`config.mk`:
```
export PLATFORM = sky130hd
export DESIGN_NAME = ordered_timer_queue_top
export DESIGN_NICKNAME = d
export VERILOG_FILES = /design/src/rtl/otq_pkg.sv /design/src/rtl/otq_front.sv /design/src/rtl/otq_engine.sv /design/src/rtl/ordered_timer_queue_top.sv
export SDC_FILE = /design/constraint.sdc
export NUM_CORES = 2
export LEC_CHECK = 0
export ABC_AREA = 1
export ABC_CLOCK_PERIOD_IN_PS = 17820
export BUFFER_PORTS_ARGS = -buffer_cell sky130_fd_sc_hd__buf_2
export CAP_MARGIN = 40
export CORE_MARGIN = 3
export CORE_UTILIZATION = 45
export DETAILED_ROUTE_END_ITERATION = 8
export GPL_TIMING_DRIVEN = 0
export MAX_ROUTING_LAYER = met4
export SLEW_MARGIN = 25
export SYNTH_ARGS = -nofsm -noshare
export SYNTH_HDL_FRONTEND = slang
export SYNTH_SLANG_ARGS = --single-unit
```
`constraint.sdc`:
```
create_clock -name aclk -period 17.82 [get_ports aclk]
set_input_delay 1.782 -clock aclk [delete_from_list [all_inputs] [get_ports aclk]]
set_output_delay 1.782 -clock aclk [all_outputs]
set_load 0.01 [all_outputs]
```
`src/rtl/otq_pkg.sv`:
```
// Package for the ordered timer queue: payload structs, operation and state
// codes, status codes and the saturating add helper.
// No dependencies.
package otq_pkg;

    // Default number of timer slots.
    localparam int SLOTS_DEF = 16;
    // Most expired timers handled by one process item.
    localparam int MAX_RESULTS = 16;

    // Mode field codes.
    localparam logic [1:0] MODE_REGISTER = 2'd0;
    localparam logic [1:0] MODE_CANCEL   = 2'd1;
    localparam logic [1:0] MODE_QUERY    = 2'd2;
    localparam logic [1:0] MODE_PROCESS  = 2'd3;

    // Status codes.
    localparam logic [1:0] ST_OK         = 2'd0;
    localparam logic [1:0] ST_FULL       = 2'd1;
    localparam logic [1:0] ST_NOT_ACTIVE = 2'd2;

    typedef struct packed {
        logic [1:0]  mode;
        logic [63:0] now_us;
        logic [63:0] period_us;
        logic        repeat_req;
        logic [3:0]  handle_in;
    } in_t;

    typedef struct packed {
        logic [3:0]  handle_out;
        logic        at_front;
        logic [63:0] remaining_us;
        logic        expired_valid;
        logic [1:0]  status;
        logic        last;
    } out_t;

    typedef enum logic [1:0] {
        OP_REGISTER,
        OP_CANCEL,
        OP_QUERY,
        OP_PROCESS
    } op_t;

    // Classified command handed from the front end to the engine.
    typedef struct packed {
        op_t         op;
        logic [63:0] now_us;
        logic [63:0] period_us;
        logic        repeat_req;
        logic [3:0]  handle;
        logic        in_range;
    } cmd_t;

    typedef enum logic [2:0] {
        S_IDLE,
        S_REG_ADD,
        S_SCAN,
        S_FINISH,
        S_P_UPD,
        S_OUT
    } state_t;

    // Unsigned add that saturates at all ones.
    function automatic logic [63:0] sat_add(input logic [63:0] a, input logic [63:0] b);
        logic [64:0] s;
        s = {1'b0, a} + {1'b0, b};
        return s[64] ? '1 : s[63:0];
    endfunction

endpackage

```
`src/rtl/otq_front.sv`:
```
// Front end of the ordered timer queue: a two-entry command queue that
// accepts items and classifies the mode and the cancel handle range.
// Depends on otq_pkg.
module otq_front import otq_pkg::*; #(
    parameter int SLOTS = SLOTS_DEF
) (
    input  logic aclk,
    input  logic aresetn,
    input  logic s_valid,
    output logic s_ready,
    input  in_t  s_data,
    output logic cmd_valid,
    input  logic cmd_ready,
    output cmd_t cmd
);

    cmd_t       q_mem_reg [0:1];
    logic       wr_ptr_reg, wr_ptr_next;
    logic       rd_ptr_reg, rd_ptr_next;
    logic [1:0] cnt_reg, cnt_next;
    logic       push, pop;
    logic [6:0] h7;
    cmd_t       cls;

    // Classify the incoming item.
    always_comb begin
        h7           = 7'(s_data.handle_in);
        cls.now_us     = s_data.now_us;
        cls.period_us  = s_data.period_us;
        cls.repeat_req = s_data.repeat_req;
        cls.handle     = s_data.handle_in;
        cls.in_range   = (h7 < 7'(SLOTS));
        unique case (s_data.mode)
            MODE_REGISTER: cls.op = OP_REGISTER;
            MODE_CANCEL:   cls.op = OP_CANCEL;
            MODE_QUERY:    cls.op = OP_QUERY;
            default:       cls.op = OP_PROCESS;
        endcase
    end

    assign s_ready   = (cnt_reg != 2'd2);
    assign cmd_valid = (cnt_reg != 2'd0);
    assign cmd       = q_mem_reg[rd_ptr_reg];
    assign push      = s_valid && s_ready;
    assign pop       = cmd_valid && cmd_ready;

    // Queue pointers and fill count.
    always_comb begin
        wr_ptr_next = push ? ~wr_ptr_reg : wr_ptr_reg;
        rd_ptr_next = pop ? ~rd_ptr_reg : rd_ptr_reg;
        cnt_next    = cnt_reg + 2'(push) - 2'(pop);
    end

    always_ff @(posedge aclk) begin
        if (!aresetn) begin
            wr_ptr_reg <= 1'b0;
            rd_ptr_reg <= 1'b0;
            cnt_reg    <= 2'd0;
        end else begin
            wr_ptr_reg <= wr_ptr_next;
            rd_ptr_reg <= rd_ptr_next;
            cnt_reg    <= cnt_next;
        end
    end

    // Queue storage needs no reset.
    always_ff @(posedge aclk) begin
        if (push) begin
            q_mem_reg[wr_ptr_reg] <= cls;
        end
    end

endmodule

```
`src/rtl/otq_engine.sv`:
```
// Back end of the ordered timer queue: the slot table, the scanning sequencer
// that carries out each command, and the result output register.
// Depends on otq_pkg.
module otq_engine import otq_pkg::*; #(
    parameter int SLOTS = SLOTS_DEF
) (
    input  logic aclk,
    input  logic aresetn,
    input  logic cmd_valid,
    output logic cmd_ready,
    input  cmd_t cmd,
    output logic m_valid,
    input  logic m_ready,
    output out_t m_data
);

    localparam int IW = (SLOTS > 1) ? $clog2(SLOTS) : 1;
    localparam logic [IW:0]   SLOTS_C = (IW + 1)'(SLOTS);
    localparam logic [IW-1:0] LAST_IDX = IW'(SLOTS - 1);

    // Deadline and period memories.
    logic [63:0] dl_mem  [0:SLOTS-1];
    logic [63:0] per_mem [0:SLOTS-1];
    logic        dl_we, per_we;
    logic [IW-1:0] dl_wa;
    logic [63:0] dl_wd;
    logic [63:0] dl_rd_reg, per_rd_reg;

    state_t      state_reg, state_next;
    cmd_t        cmd_reg, cmd_next;
    logic [SLOTS-1:0] act_reg, act_next, rec_reg, rec_next, pend_reg, pend_next;
    logic [IW-1:0] free_reg, free_next, best_i_reg, best_i_next;
    logic [63:0] dl_reg, dl_next, best_reg, best_next;
    logic        have_reg, have_next, front_reg, front_next;
    logic        first_reg, first_next, more_reg, more_next;
    logic [IW:0] scan_cnt_reg, scan_cnt_next, cnt_reg, cnt_next;
    logic        ev_valid_reg, ev_valid_next;
    logic [IW-1:0] ev_idx_reg;
    logic [4:0]  n_reg, n_next, total_reg, total_next;
    out_t        res_reg, res_next;
    logic        m_valid_reg, m_valid_next;
    out_t        m_data_reg, m_data_next;

    logic          out_free;
    logic          any_free;
    logic [IW-1:0] free_idx;
    logic [6:0]    h7, b7, c7;
    logic [IW-1:0] h_idx;
    logic [4:0]    tot_calc;
    logic          cand, is_last;

    assign out_free  = !m_valid_reg || m_ready;
    assign m_valid   = m_valid_reg;
    assign m_data    = m_data_reg;
    assign cmd_ready = (state_reg == S_IDLE);

    // Lowest free slot.
    always_comb begin
        any_free = 1'b0;
        free_idx = '0;
        for (int i = SLOTS - 1; i >= 0; i--) begin
            if (!act_reg[i]) begin
                any_free = 1'b1;
                free_idx = IW'(i);
            end
        end
    end

    // Index conversions between the 4-bit handle and slot indexes.
    always_comb begin
        h7    = 7'(cmd.handle);
        h_idx = h7[IW-1:0];
        b7    = 7'(best_i_reg);
        c7    = 7'(cnt_reg);
        tot_calc = (c7 >= 7'(MAX_RESULTS)) ? 5'(MAX_RESULTS) : c7[4:0];
        cand  = act_reg[ev_idx_reg] && pend_reg[ev_idx_reg] && (dl_rd_reg <= cmd_reg.now_us);
        is_last = ((n_reg + 5'd1) == total_reg);
    end

    // Sequencer: next state, table updates and results.
    always_comb begin
        state_next    = state_reg;
        cmd_next      = cmd_reg;
        act_next      = act_reg;
        rec_next      = rec_reg;
        pend_next     = pend_reg;
        free_next     = free_reg;
        best_i_next   = best_i_reg;
        dl_next       = dl_reg;
        best_next     = best_reg;
        have_next     = have_reg;
        front_next    = front_reg;
        first_next    = first_reg;
        more_next     = more_reg;
        scan_cnt_next = scan_cnt_reg;
        cnt_next      = cnt_reg;
        n_next        = n_reg;
        total_next    = total_reg;
        res_next      = res_reg;
        m_valid_next  = m_ready ? 1'b0 : m_valid_reg;
        m_data_next   = m_data_reg;
        ev_valid_next = (state_reg == S_SCAN) && (scan_cnt_reg < SLOTS_C);
        dl_we         = 1'b0;
        per_we        = 1'b0;
        dl_wa         = free_reg;
        dl_wd         = dl_reg;

        unique case (state_reg)
            S_IDLE: begin
                if (cmd_valid) begin
                    cmd_next      = cmd;
                    res_next      = '0;
                    res_next.last = 1'b1;
                    scan_cnt_next = '0;
                    have_next     = 1'b0;
                    front_next    = 1'b1;
                    cnt_next      = '0;
                    more_next     = 1'b0;
                    unique case (cmd.op)
                        OP_REGISTER: begin
                            if (any_free) begin
                                free_next  = free_idx;
                                state_next = S_REG_ADD;
                            end else begin
                                res_next.status = ST_FULL;
                                state_next      = S_OUT;
                            end
                        end
                        OP_CANCEL: begin
                            res_next.handle_out = cmd.handle;
                            if (cmd.in_range && act_reg[h_idx]) begin
                                act_next[h_idx] = 1'b0;
                                rec_next[h_idx] = 1'b0;
                            end else begin
                                res_next.status = ST_NOT_ACTIVE;
                            end
                            state_next = S_OUT;
                        end
                        OP_QUERY: begin
                            state_next = S_SCAN;
                        end
                        default: begin
                            pend_next  = '1;
                            n_next     = '0;
                            first_next = 1'b1;
                            state_next = S_SCAN;
                        end
                    endcase
                end
            end
            S_REG_ADD: begin
                dl_next    = sat_add(cmd_reg.now_us, cmd_reg.period_us);
                state_next = S_SCAN;
            end
            S_SCAN: begin
                if (scan_cnt_reg < SLOTS_C) begin
                    scan_cnt_next = scan_cnt_reg + 1'b1;
                end
                // Evaluate the slot whose deadline was read last cycle.
                if (ev_valid_reg) begin
                    case (cmd_reg.op)
                        OP_REGISTER: begin
                            if (act_reg[ev_idx_reg] && !((dl_reg < dl_rd_reg) ||
                                ((dl_reg == dl_rd_reg) && (free_reg < ev_idx_reg)))) begin
                                front_next = 1'b0;
                            end
                        end
                        OP_QUERY: begin
                            if (act_reg[ev_idx_reg] && (!have_reg || dl_rd_reg < best_reg)) begin
                                best_next = dl_rd_reg;
                                have_next = 1'b1;
                            end
                        end
                        default: begin
                            if (cand) begin
                                cnt_next = cnt_reg + 1'b1;
                                if (!have_reg || dl_rd_reg < best_reg) begin
                                    best_next   = dl_rd_reg;
                                    best_i_next = ev_idx_reg;
                                    have_next   = 1'b1;
                                end
                            end
                        end
                    endcase
                    if (ev_idx_reg == LAST_IDX) begin
                        state_next = S_FINISH;
                    end
                end
            end
            S_FINISH: begin
                case (cmd_reg.op)
                    OP_REGISTER: begin
                        dl_we               = 1'b1;
                        per_we              = 1'b1;
                        act_next[free_reg]  = 1'b1;
                        rec_next[free_reg]  = cmd_reg.repeat_req;
                        res_next.handle_out = 4'(7'(free_reg));
                        res_next.at_front   = front_reg;
                        state_next          = S_OUT;
                    end
                    OP_QUERY: begin
                        if (!have_reg) begin
                            res_next.remaining_us = '1;
                        end else if (cmd_reg.now_us >= best_reg) begin
                            res_next.remaining_us = '0;
                        end else begin
                            res_next.remaining_us = best_reg - cmd_reg.now_us;
                        end
                        state_next = S_OUT;
                    end
                    default: begin
                        if (first_reg) begin
                            total_next = tot_calc;
                            first_next = 1'b0;
                        end
                        if (first_reg && tot_calc == 5'd0) begin
                            res_next   = '0;
                            res_next.last = 1'b1;
                            state_next = S_OUT;
                        end else begin
                            state_next = S_P_UPD;
                        end
                    end
                endcase
            end
            S_P_UPD: begin
                // Rearm a recurring timer or free a one-shot timer.
                if (rec_reg[best_i_reg]) begin
                    dl_we = 1'b1;
                    dl_wa = best_i_reg;
                    dl_wd = sat_add(cmd_reg.now_us, per_rd_reg);
                end else begin
                    act_next[best_i_reg] = 1'b0;
                end
                pend_next[best_i_reg]  = 1'b0;
                res_next               = '0;
                res_next.handle_out    = b7[3:0];
                res_next.expired_valid = 1'b1;
                res_next.last          = is_last;
                n_next                 = n_reg + 5'd1;
                more_next              = !is_last;
                state_next             = S_OUT;
            end
            S_OUT: begin
                if (out_free) begin
                    m_valid_next = 1'b1;
                    m_data_next  = res_reg;
                    if (more_reg) begin
                        scan_cnt_next = '0;
                        have_next     = 1'b0;
                        cnt_next      = '0;
                        state_next    = S_SCAN;
                    end else begin
                        state_next = S_IDLE;
                    end
                end
            end
            default: state_next = S_IDLE;
        endcase
    end

    // State register.
    always_ff @(posedge aclk) begin
        if (!aresetn) begin
            state_reg    <= S_IDLE;
            act_reg      <= '0;
            rec_reg      <= '0;
            m_valid_reg  <= 1'b0;
            ev_valid_reg <= 1'b0;
        end else begin
            state_reg    <= state_next;
            act_reg      <= act_next;
            rec_reg      <= rec_next;
            m_valid_reg  <= m_valid_next;
            ev_valid_reg <= ev_valid_next;
        end
    end

    // Working registers of the sequencer.
    always_ff @(posedge aclk) begin
        cmd_reg      <= cmd_next;
        pend_reg     <= pend_next;
        free_reg     <= free_next;
        best_i_reg   <= best_i_next;
        dl_reg       <= dl_next;
        best_reg     <= best_next;
        have_reg     <= have_next;
        front_reg    <= front_next;
        first_reg    <= first_next;
        more_reg     <= more_next;
        scan_cnt_reg <= scan_cnt_next;
        cnt_reg      <= cnt_next;
        n_reg        <= n_next;
        total_reg    <= total_next;
        res_reg      <= res_next;
        m_data_reg   <= m_data_next;
        ev_idx_reg   <= scan_cnt_reg[IW-1:0];
    end

    // Memories: one write and one registered read each.
    always_ff @(posedge aclk) begin
        if (dl_we) begin
            dl_mem[dl_wa] <= dl_wd;
        end
        if (per_we) begin
            per_mem[free_reg] <= cmd_reg.period_us;
        end
        dl_rd_reg  <= dl_mem[scan_cnt_reg[IW-1:0]];
        per_rd_reg <= per_mem[best_i_reg];
    end

    // A process item never handles more than the result limit.
    assert property (@(posedge aclk) disable iff (!aresetn)
        (state_reg == S_P_UPD) |-> (n_reg < 5'(MAX_RESULTS)))
        else $error("process result count over limit");

    // Scan data is only evaluated while scanning.
    assert property (@(posedge aclk) disable iff (!aresetn)
        ev_valid_reg |-> (state_reg == S_SCAN))
        else $error("scan data outside scan");

    // A one-shot timer is freed when it expires.
    assert property (@(posedge aclk) disable iff (!aresetn)
        (state_reg == S_P_UPD && !rec_reg[best_i_reg]) |=> !act_reg[$past(best_i_reg)])
        else $error("expired one-shot timer still active");

    // A registered timer occupies its slot.
    assert property (@(posedge aclk) disable iff (!aresetn)
        (state_reg == S_FINISH && cmd_reg.op == OP_REGISTER) |=> act_reg[$past(free_reg)])
        else $error("registered slot not active");

endmodule

```
`src/rtl/ordered_timer_queue_top.sv`:
```
// Ordered timer queue, top level.
// Items enter on the s_ channel (valid/ready) into a short command queue and
// are carried out by the engine, which scans the slot table once per pass.
// Register and Query each scan all slots once; Cancel does not scan.
// Process takes one pass per expired timer, at most 16 passes, and one
// pass when nothing has expired; each pass scans the deadline memory,
// one slot per cycle.
// Results leave on the m_ channel through an output register; each item's
// final result carries last. While the receiver stalls, the engine holds
// its next result and the command queue still takes up to two items.
// Reset empties the queue and frees every slot at the next clock edge.
// Depends on otq_pkg, otq_front and otq_engine.
module ordered_timer_queue_top import otq_pkg::*; #(
    parameter int SLOTS = SLOTS_DEF
) (
    input  logic aclk,
    input  logic aresetn,
    input  logic s_valid,
    output logic s_ready,
    input  in_t  s_data,
    output logic m_valid,
    input  logic m_ready,
    output out_t m_data
);

    logic cmd_valid;
    logic cmd_ready;
    cmd_t cmd;

    otq_front #(
        .SLOTS(SLOTS)
    ) u_front (
        .aclk      (aclk),
        .aresetn   (aresetn),
        .s_valid   (s_valid),
        .s_ready   (s_ready),
        .s_data    (s_data),
        .cmd_valid (cmd_valid),
        .cmd_ready (cmd_ready),
        .cmd       (cmd)
    );

    otq_engine #(
        .SLOTS(SLOTS)
    ) u_engine (
        .aclk      (aclk),
        .aresetn   (aresetn),
        .cmd_valid (cmd_valid),
        .cmd_ready (cmd_ready),
        .cmd       (cmd),
        .m_valid   (m_valid),
        .m_ready   (m_ready),
        .m_data    (m_data)
    );

endmodule
```
Word-level counts from Yosys, hierarchy flattened
Memory sizes are Yosys's and may differ from the RTL's. A register that Yosys moved wholly into a read port is not among the register bits.
Index checks and enable logic that the tools add are counted.

cells by class
  $add $sub $neg = 8
  $lt $le $gt $ge = 14
  eq/ne operators = 40
  multiplexer cells = 139
  bitwise operators = 11
  reductions and logical operators = 57

operators by type and width
  operator              count
  $mux W64              8
  $pmux W64 S2          2
  $pmux W73 S3          1
  $mux W16              11
  $mux W73              2
  $add A64 B64 Y65      2
  $lt A64 B64 Y1        2
  $and A16 B16 Y16      4
  $eq A64 B64 Y1        1
  $ge A64 B64 Y1        1
  $le A64 B64 Y1        1
  $pmux W16 S2          2
  $sub A64 B64 Y64      1
  $mux W1               54
  $mux W5               10
  $mux W4               12
  $pmux W16 S3          1
  $not A16 Y16          2
  $mux W3               10
  $pmux W5 S3           2
  $reduce_and A4 Y1     7
  $ne A2 B2 Y1 const B  12
  $lt A4 B5 Y1 const B  4
  $ne A2 B1 Y1 const B  10
  48 further kinds      107

word-level totals
  bits in registers = 498
  bits in writable memories = 2318
  input port bits = 139
  output and inout bits = 75
  memories kept = 3

memory list
  memory             depth  bits a word  rd ports  clocked after memory_dff  write ports  line              source
  u_engine.dl_mem    16     64           1         1                         1            otq_engine.sv:22  logic [63:0] dl_mem [0:SLOTS-1];
  u_engine.per_mem   16     64           1         1                         1            otq_engine.sv:23  logic [63:0] per_mem [0:SLOTS-1];
  u_front.q_mem_reg  2      135          1         1                         1            otq_front.sv:17   cmd_t q_mem_reg [0:1];

Depth between registers and ports, before layout
  depth after elaboration = 20
  gate-level depth with buffers = 20
  gate-level depth less buffers = 20

Modules after synthesis
A second synthesis with hierarchy kept.

second synthesis, totals
  cells, all modules = 10485
  area total of the unflattened synthesis = 127960.2 um2

modules (own cells, without submodules)
  module      instances  cells an instance  area each (um2)
  otq_engine  1          10025              117774.2
  otq_front   1          460                10186.0

Worst setup path before layout
OpenSTA, ideal clock, no wires.

  kind = flip-flop to flip-flop
  start point = register u_engine.state_reg[0]
  end point = register u_front.cnt_reg[1]
  library setup time = 70 ps
  data arrival time = 8801 ps
  data required time = 17750 ps
  path slack = 8949 ps
  cell stages (with the launch flop) = 12
  path through = dfxtp_1 > nor2_1 > inv_1 > nor2_1 > inv_1 > a21oi_1 > ha_1 > inv_1 > ha_1 > xor2_1 > o21ai_0 > a21oi_1

on the way
  cells in the longest elaborated chain, start to end = 3

ends and longest elaborated chain
  element                   line               source
  start: declaration        otq_engine.sv:29   state_t state_reg, state_next;
  start signal: assignment  otq_engine.sv:271  state_reg <= state_next;
  $logic_not A3 Y1          otq_engine.sv:55   assign cmd_ready = (state_reg == S_IDLE);
  $logic_and A1 B1 Y1       otq_front.sv:45    assign pop = cmd_valid && cmd_ready;
  via u_front.pop           otq_front.sv:21    logic push, pop;
  $sub A2 B1 Y2             otq_front.sv:51    cnt_next = cnt_reg + 2'(push) - 2'(pop);
  end signal: assignment    otq_front.sv:62    cnt_reg <= cnt_next;
  end: declaration          otq_front.sv:20    logic [1:0] cnt_reg, cnt_next;

The timed path passes the listed nets, and every way through them passes these cells.
A chain may end at the register's enable or synchronous reset.

Worst setup path after layout
  start point = register u_engine.cmd_reg[71] (netlist bit)
  end point = memory u_engine.dl_mem[15][34], data pin

on the way
  cells in the longest elaborated chain, start to end = 4

ends and longest elaborated chain
  element                   line               source
  start: declaration        otq_engine.sv:30   cmd_t cmd_reg, cmd_next;
  start signal: assignment  otq_engine.sv:281  cmd_reg <= cmd_next;
  $add A64 B64 Y65          otq_pkg.sv:68      s = {1'b0, a} + {1'b0, b};
  $mux W64                  otq_pkg.sv:69      return s[64] ? '1 : s[63:0];
  $mux W64                  otq_engine.sv:228  if (rec_reg[best_i_reg]) begin
  $mux W64                  otq_engine.sv:108  unique case (state_reg)
  via u_engine.dl_wd[34]    otq_engine.sv:26   logic [63:0] dl_wd;
  end: declaration          otq_engine.sv:22

The timed path passes the listed nets, and every way through them passes these cells.

==> summary.txt <==
Status
  – Status: complete, no violations

Clock network
  – # clock sinks: 2945
  – Clk buf depth: 4
  – Post-CTS sizing: 0
  – CTS tree: built
  – Root Buffer: clkbuf_16
  – Clk_lat worst skew: 0.94 ns
  – Post-CTS Repair Setup Buffers: 0
  – Clk pin slew, worst setup/hold paths: 0.06 ns
  – CTS H-Tree Depth: 5
  – Post-CTS Hold Buffers: 0
  – Total CTS buffers: 316

Placement
  – Count of input and output buffers: 211
  – Placer Congestion: 0.975
  – Dpl ws: 12.28 ns
  – Area post-placement: 139000 um2
  – DPL Wire Length: 364000 um

Worst setup path
  – Crit path from: u_engine.cmd_reg[71]
  – Crit-path leading delay family: simple AND/OR/NAND/NOR gates
  – Slowest CP cell: nor2_2
  – Cell depth of the worst flop-to-flop path: 14
  – Req. time, crit path: 18.41 ns
  – Critical path data arrival time: 5.90 ns
  – Crit-path most repeated cell: nand2_1
  – WP buf/inv: 2
  – CP max FO: 16
  – CP endpoint kind: register
  – CP Capture Point: u_engine.dl_mem[15][34]
  – CP max stage delay: 0.68 ns
  – Worst setup path category: reg -> reg
  – WP depth: 14
  – Critical path, cell by cell: inv_1 > fa_1 > nand3b_1 > nand2_1 > a21oi_1 > o21ai_1 > a21oi_1 > or2_1 > nand2_1 > nand2_1 > nand2_2 > buf_2 > nor2_1 > nor2_2
  – Worst r2r dst: u_engine.dl_mem[15][34]
  – Worst R2R Setup Slack: 12.51 ns
  – RR Startpoint: u_engine.cmd_reg[71]
  – Critical Path Source Type: register

Run
  – Max_cap viols: 0

Power and ir drop
  – Power Density: 175 nW/um2
  – Cell leakage power: 0.0530 uW
  – Max VDD drop: 0.000112 V

Global route
  – Met1 GRT Util: 40.2%
  – GR Util met2: 52.6%
  – Pin count of the biggest net entering global routing: 27
  – Gr busiest metal: met2
  – GRT Residual Overflow: 0
  – First-pass GRT wire length: 659000 um
  – Vias in the first global route: 90400
  – GRT met3 Usage: 4.07%
  – Initial antenna violation count: 36
  – Total global-route track usage: 32.5%

STA
  – Final setup violation count: 0
  – RSZ-0062 raised after global routing: no
  – Tmin final: 5.31 ns
  – Max_slew headroom: 35.4%
  – F_max: 188 MHz
  – Final period util: 29.8%
  – Setup TNS: 0 ns
  – Final Hold Violating Endpoints: 0
  – Final worst slack: 12.51 ns
  – Clk_skew: 0.0499 ns
  – Slew Limit Fails: 0
  – Slew at the pin closest to its max-slew limit: 0.969 ns

Finish
  – Multi-input logic area: 37300 um2
  – Sequential standard cell area: 86700 um2
  – Most frequent cells in the layout: edfxtp_1 (2771), nand2_1 (1544), nor2_1 (1185), nand3_1 (859), inv_1 (757)
  – Most common cell after layout, fill and taps aside: edfxtp_1
  – Filler Cells Inserted: 24200
  – Final core utilization: 52.9%
  – NumNets Final: 12200
  – Design area: 150000 um2
  – Share of cells above drive strength 1: 9.62%
  – Layout area overhead: 16.8%

Logic synthesis
  – Synth Area per Inst: 11.8 um2
  – Post-synth cell types: 62
  – Synthesized flop and latch total: 2945
  – Ys flop type: edfxtp_1
  – Syn_nets: 11400
  – Post-synth EDFFs: 2771
  – Sequential area share after synthesis: 67.6%
  – Async set-reset flop share out of synthesis: 0%
  – Syn. warnings: 0
  – Post-Syn Area: 128000 um2
  – Cell count after synthesis: 10900

Die
  – IO Pins: 214
  – Core ar.: 283000 um2
  – Initial Utilization: 45.3%
  – Die Ht: 540 um
  – Die ar.: 292000 um2
  – Site Rows: 195
  – Die W: 540 um

Drt
  – Drt pass-1 iters: 6
  – Vias per inst: 5.92
  – Routed wire per std cell: 30.2 um
  – Antenna-violating nets left: 0
  – Via count: 92800
  – # DRC: 0
  – Initial DRC count: 10000
  – Final wirelength: 473000 um

Worst hold path
  – Hold crit path type: reg -> reg
layer usage:
layer	vias up	part of all wire, %
met4	0	6.3
met3	1007	6.8
met1	46100	39
li1	41400	-
met2	4258	48
met5	-	0
logic make-up after synthesis:
family	after synthesis	synth area share, %
AOI/OAI and AO/OA	2096	10.2
xor gates and xnor gates	117	0.799
adders and majority gates	395	3.87
buffers and inverters	1271	3.82
DFF	2945	67.6
muxes	99	0.772
and+or+nand+nor	3943	13.0
power by group:
part	total (uW)	internal (uW)	leakage [uW]	switching (uW)
Combinational	9410	2630	0.0214	6780
Clock	6570	3800	0.00504	2770
Sequential	10200	9020	0.0265	1190
Total	26200	15400	0.0530	10700
synthesized netlist by cell type (12+ instances only):
| cell | instances | share of area (%) |
|---|---|---|
| nor2_1 | 1241 | 3.6 |
| a21o_1 | 25 | 0.15 |
| inv_1 | 757 | 2.2 |
| clkbuf_1 | 416 | 1.2 |
| o211ai_1 | 40 | 0.23 |
| o21ai_0 | 538 | 2.1 |
| xnor2_1 | 40 | 0.27 |
| nand2_1 | 1544 | 4.5 |
| xor2_1 | 77 | 0.53 |
| o21a_1 | 30 | 0.18 |
| nand3b_1 | 21 | 0.12 |
| o221ai_1 | 102 | 0.70 |
| o32ai_1 | 157 | 1.1 |
| buf_2 | 31 | 0.12 |
| a21oi_1 | 483 | 1.9 |
| buf_4 | 16 | 0.094 |
| a21boi_0 | 23 | 0.13 |
| nand4_1 | 76 | 0.37 |
| o21bai_1 | 30 | 0.18 |
| dfxtp_1 | 174 | 2.7 |
| nand3_1 | 859 | 3.4 |
| or4_1 | 64 | 0.37 |
| or2_2 | 23 | 0.11 |
| nor3_1 | 65 | 0.25 |
| edfxtp_1 | 2771 | 65 |
| a22oi_1 | 267 | 1.6 |
| a31oi_1 | 328 | 1.6 |
| o22ai_1 | 38 | 0.19 |
| ha_1 | 392 | 3.8 |
| o21ai_1 | 12 | 0.047 |
| mux2i_1 | 99 | 0.77 |
| buf_1 | 36 | 0.11 |
| nor4_1 | 20 | 0.098 |
worst min path at each step:
stage / start / end / slack [ns] / cells past startpoint
after detailed placement: u_engine.res_reg[66] / u_engine.m_data[66] / 0.41 / 0
after global routing: u_engine.res_reg[36] / u_engine.m_data[36] / 0.42 / 0
after CTS: u_engine.res_reg[35] / u_engine.m_data[35] / 0.41 / 0
after global placement: u_engine.res_reg[6] / u_engine.m_data[6] / 0.40 / 0
final: u_engine.res_reg[35] / u_engine.m_data[35] / 0.40 / 0
after floorplan: u_engine.scan_cnt_reg[2] / u_engine.ev_idx_reg[2] / 0.35 / 0
through the flow:
stage               power, uW  std cells  hold slack [ns]
floorplan               14800      10900            0.346
global placement        19200      14800            0.405
detailed placement      19500      15000            0.405
CTS                     26100      15600            0.415
global route            27200      15700            0.420
finish                  26200      15700            0.402
cell type report:
type                            instances  area share, %
Timing Repair Buffer                  456           3.81
Tap cell                             3743           3.13
Inverter                              767           1.92
Clock inverter                        163           1.15
Clock buffer                          413           5.77
Buffer                                504           1.38
Sequential cell                      2945           57.9
Multi-Input combinational cell       6650           24.9
Antenna cell                           30         0.0501
(Power assumes the default switching activity.)
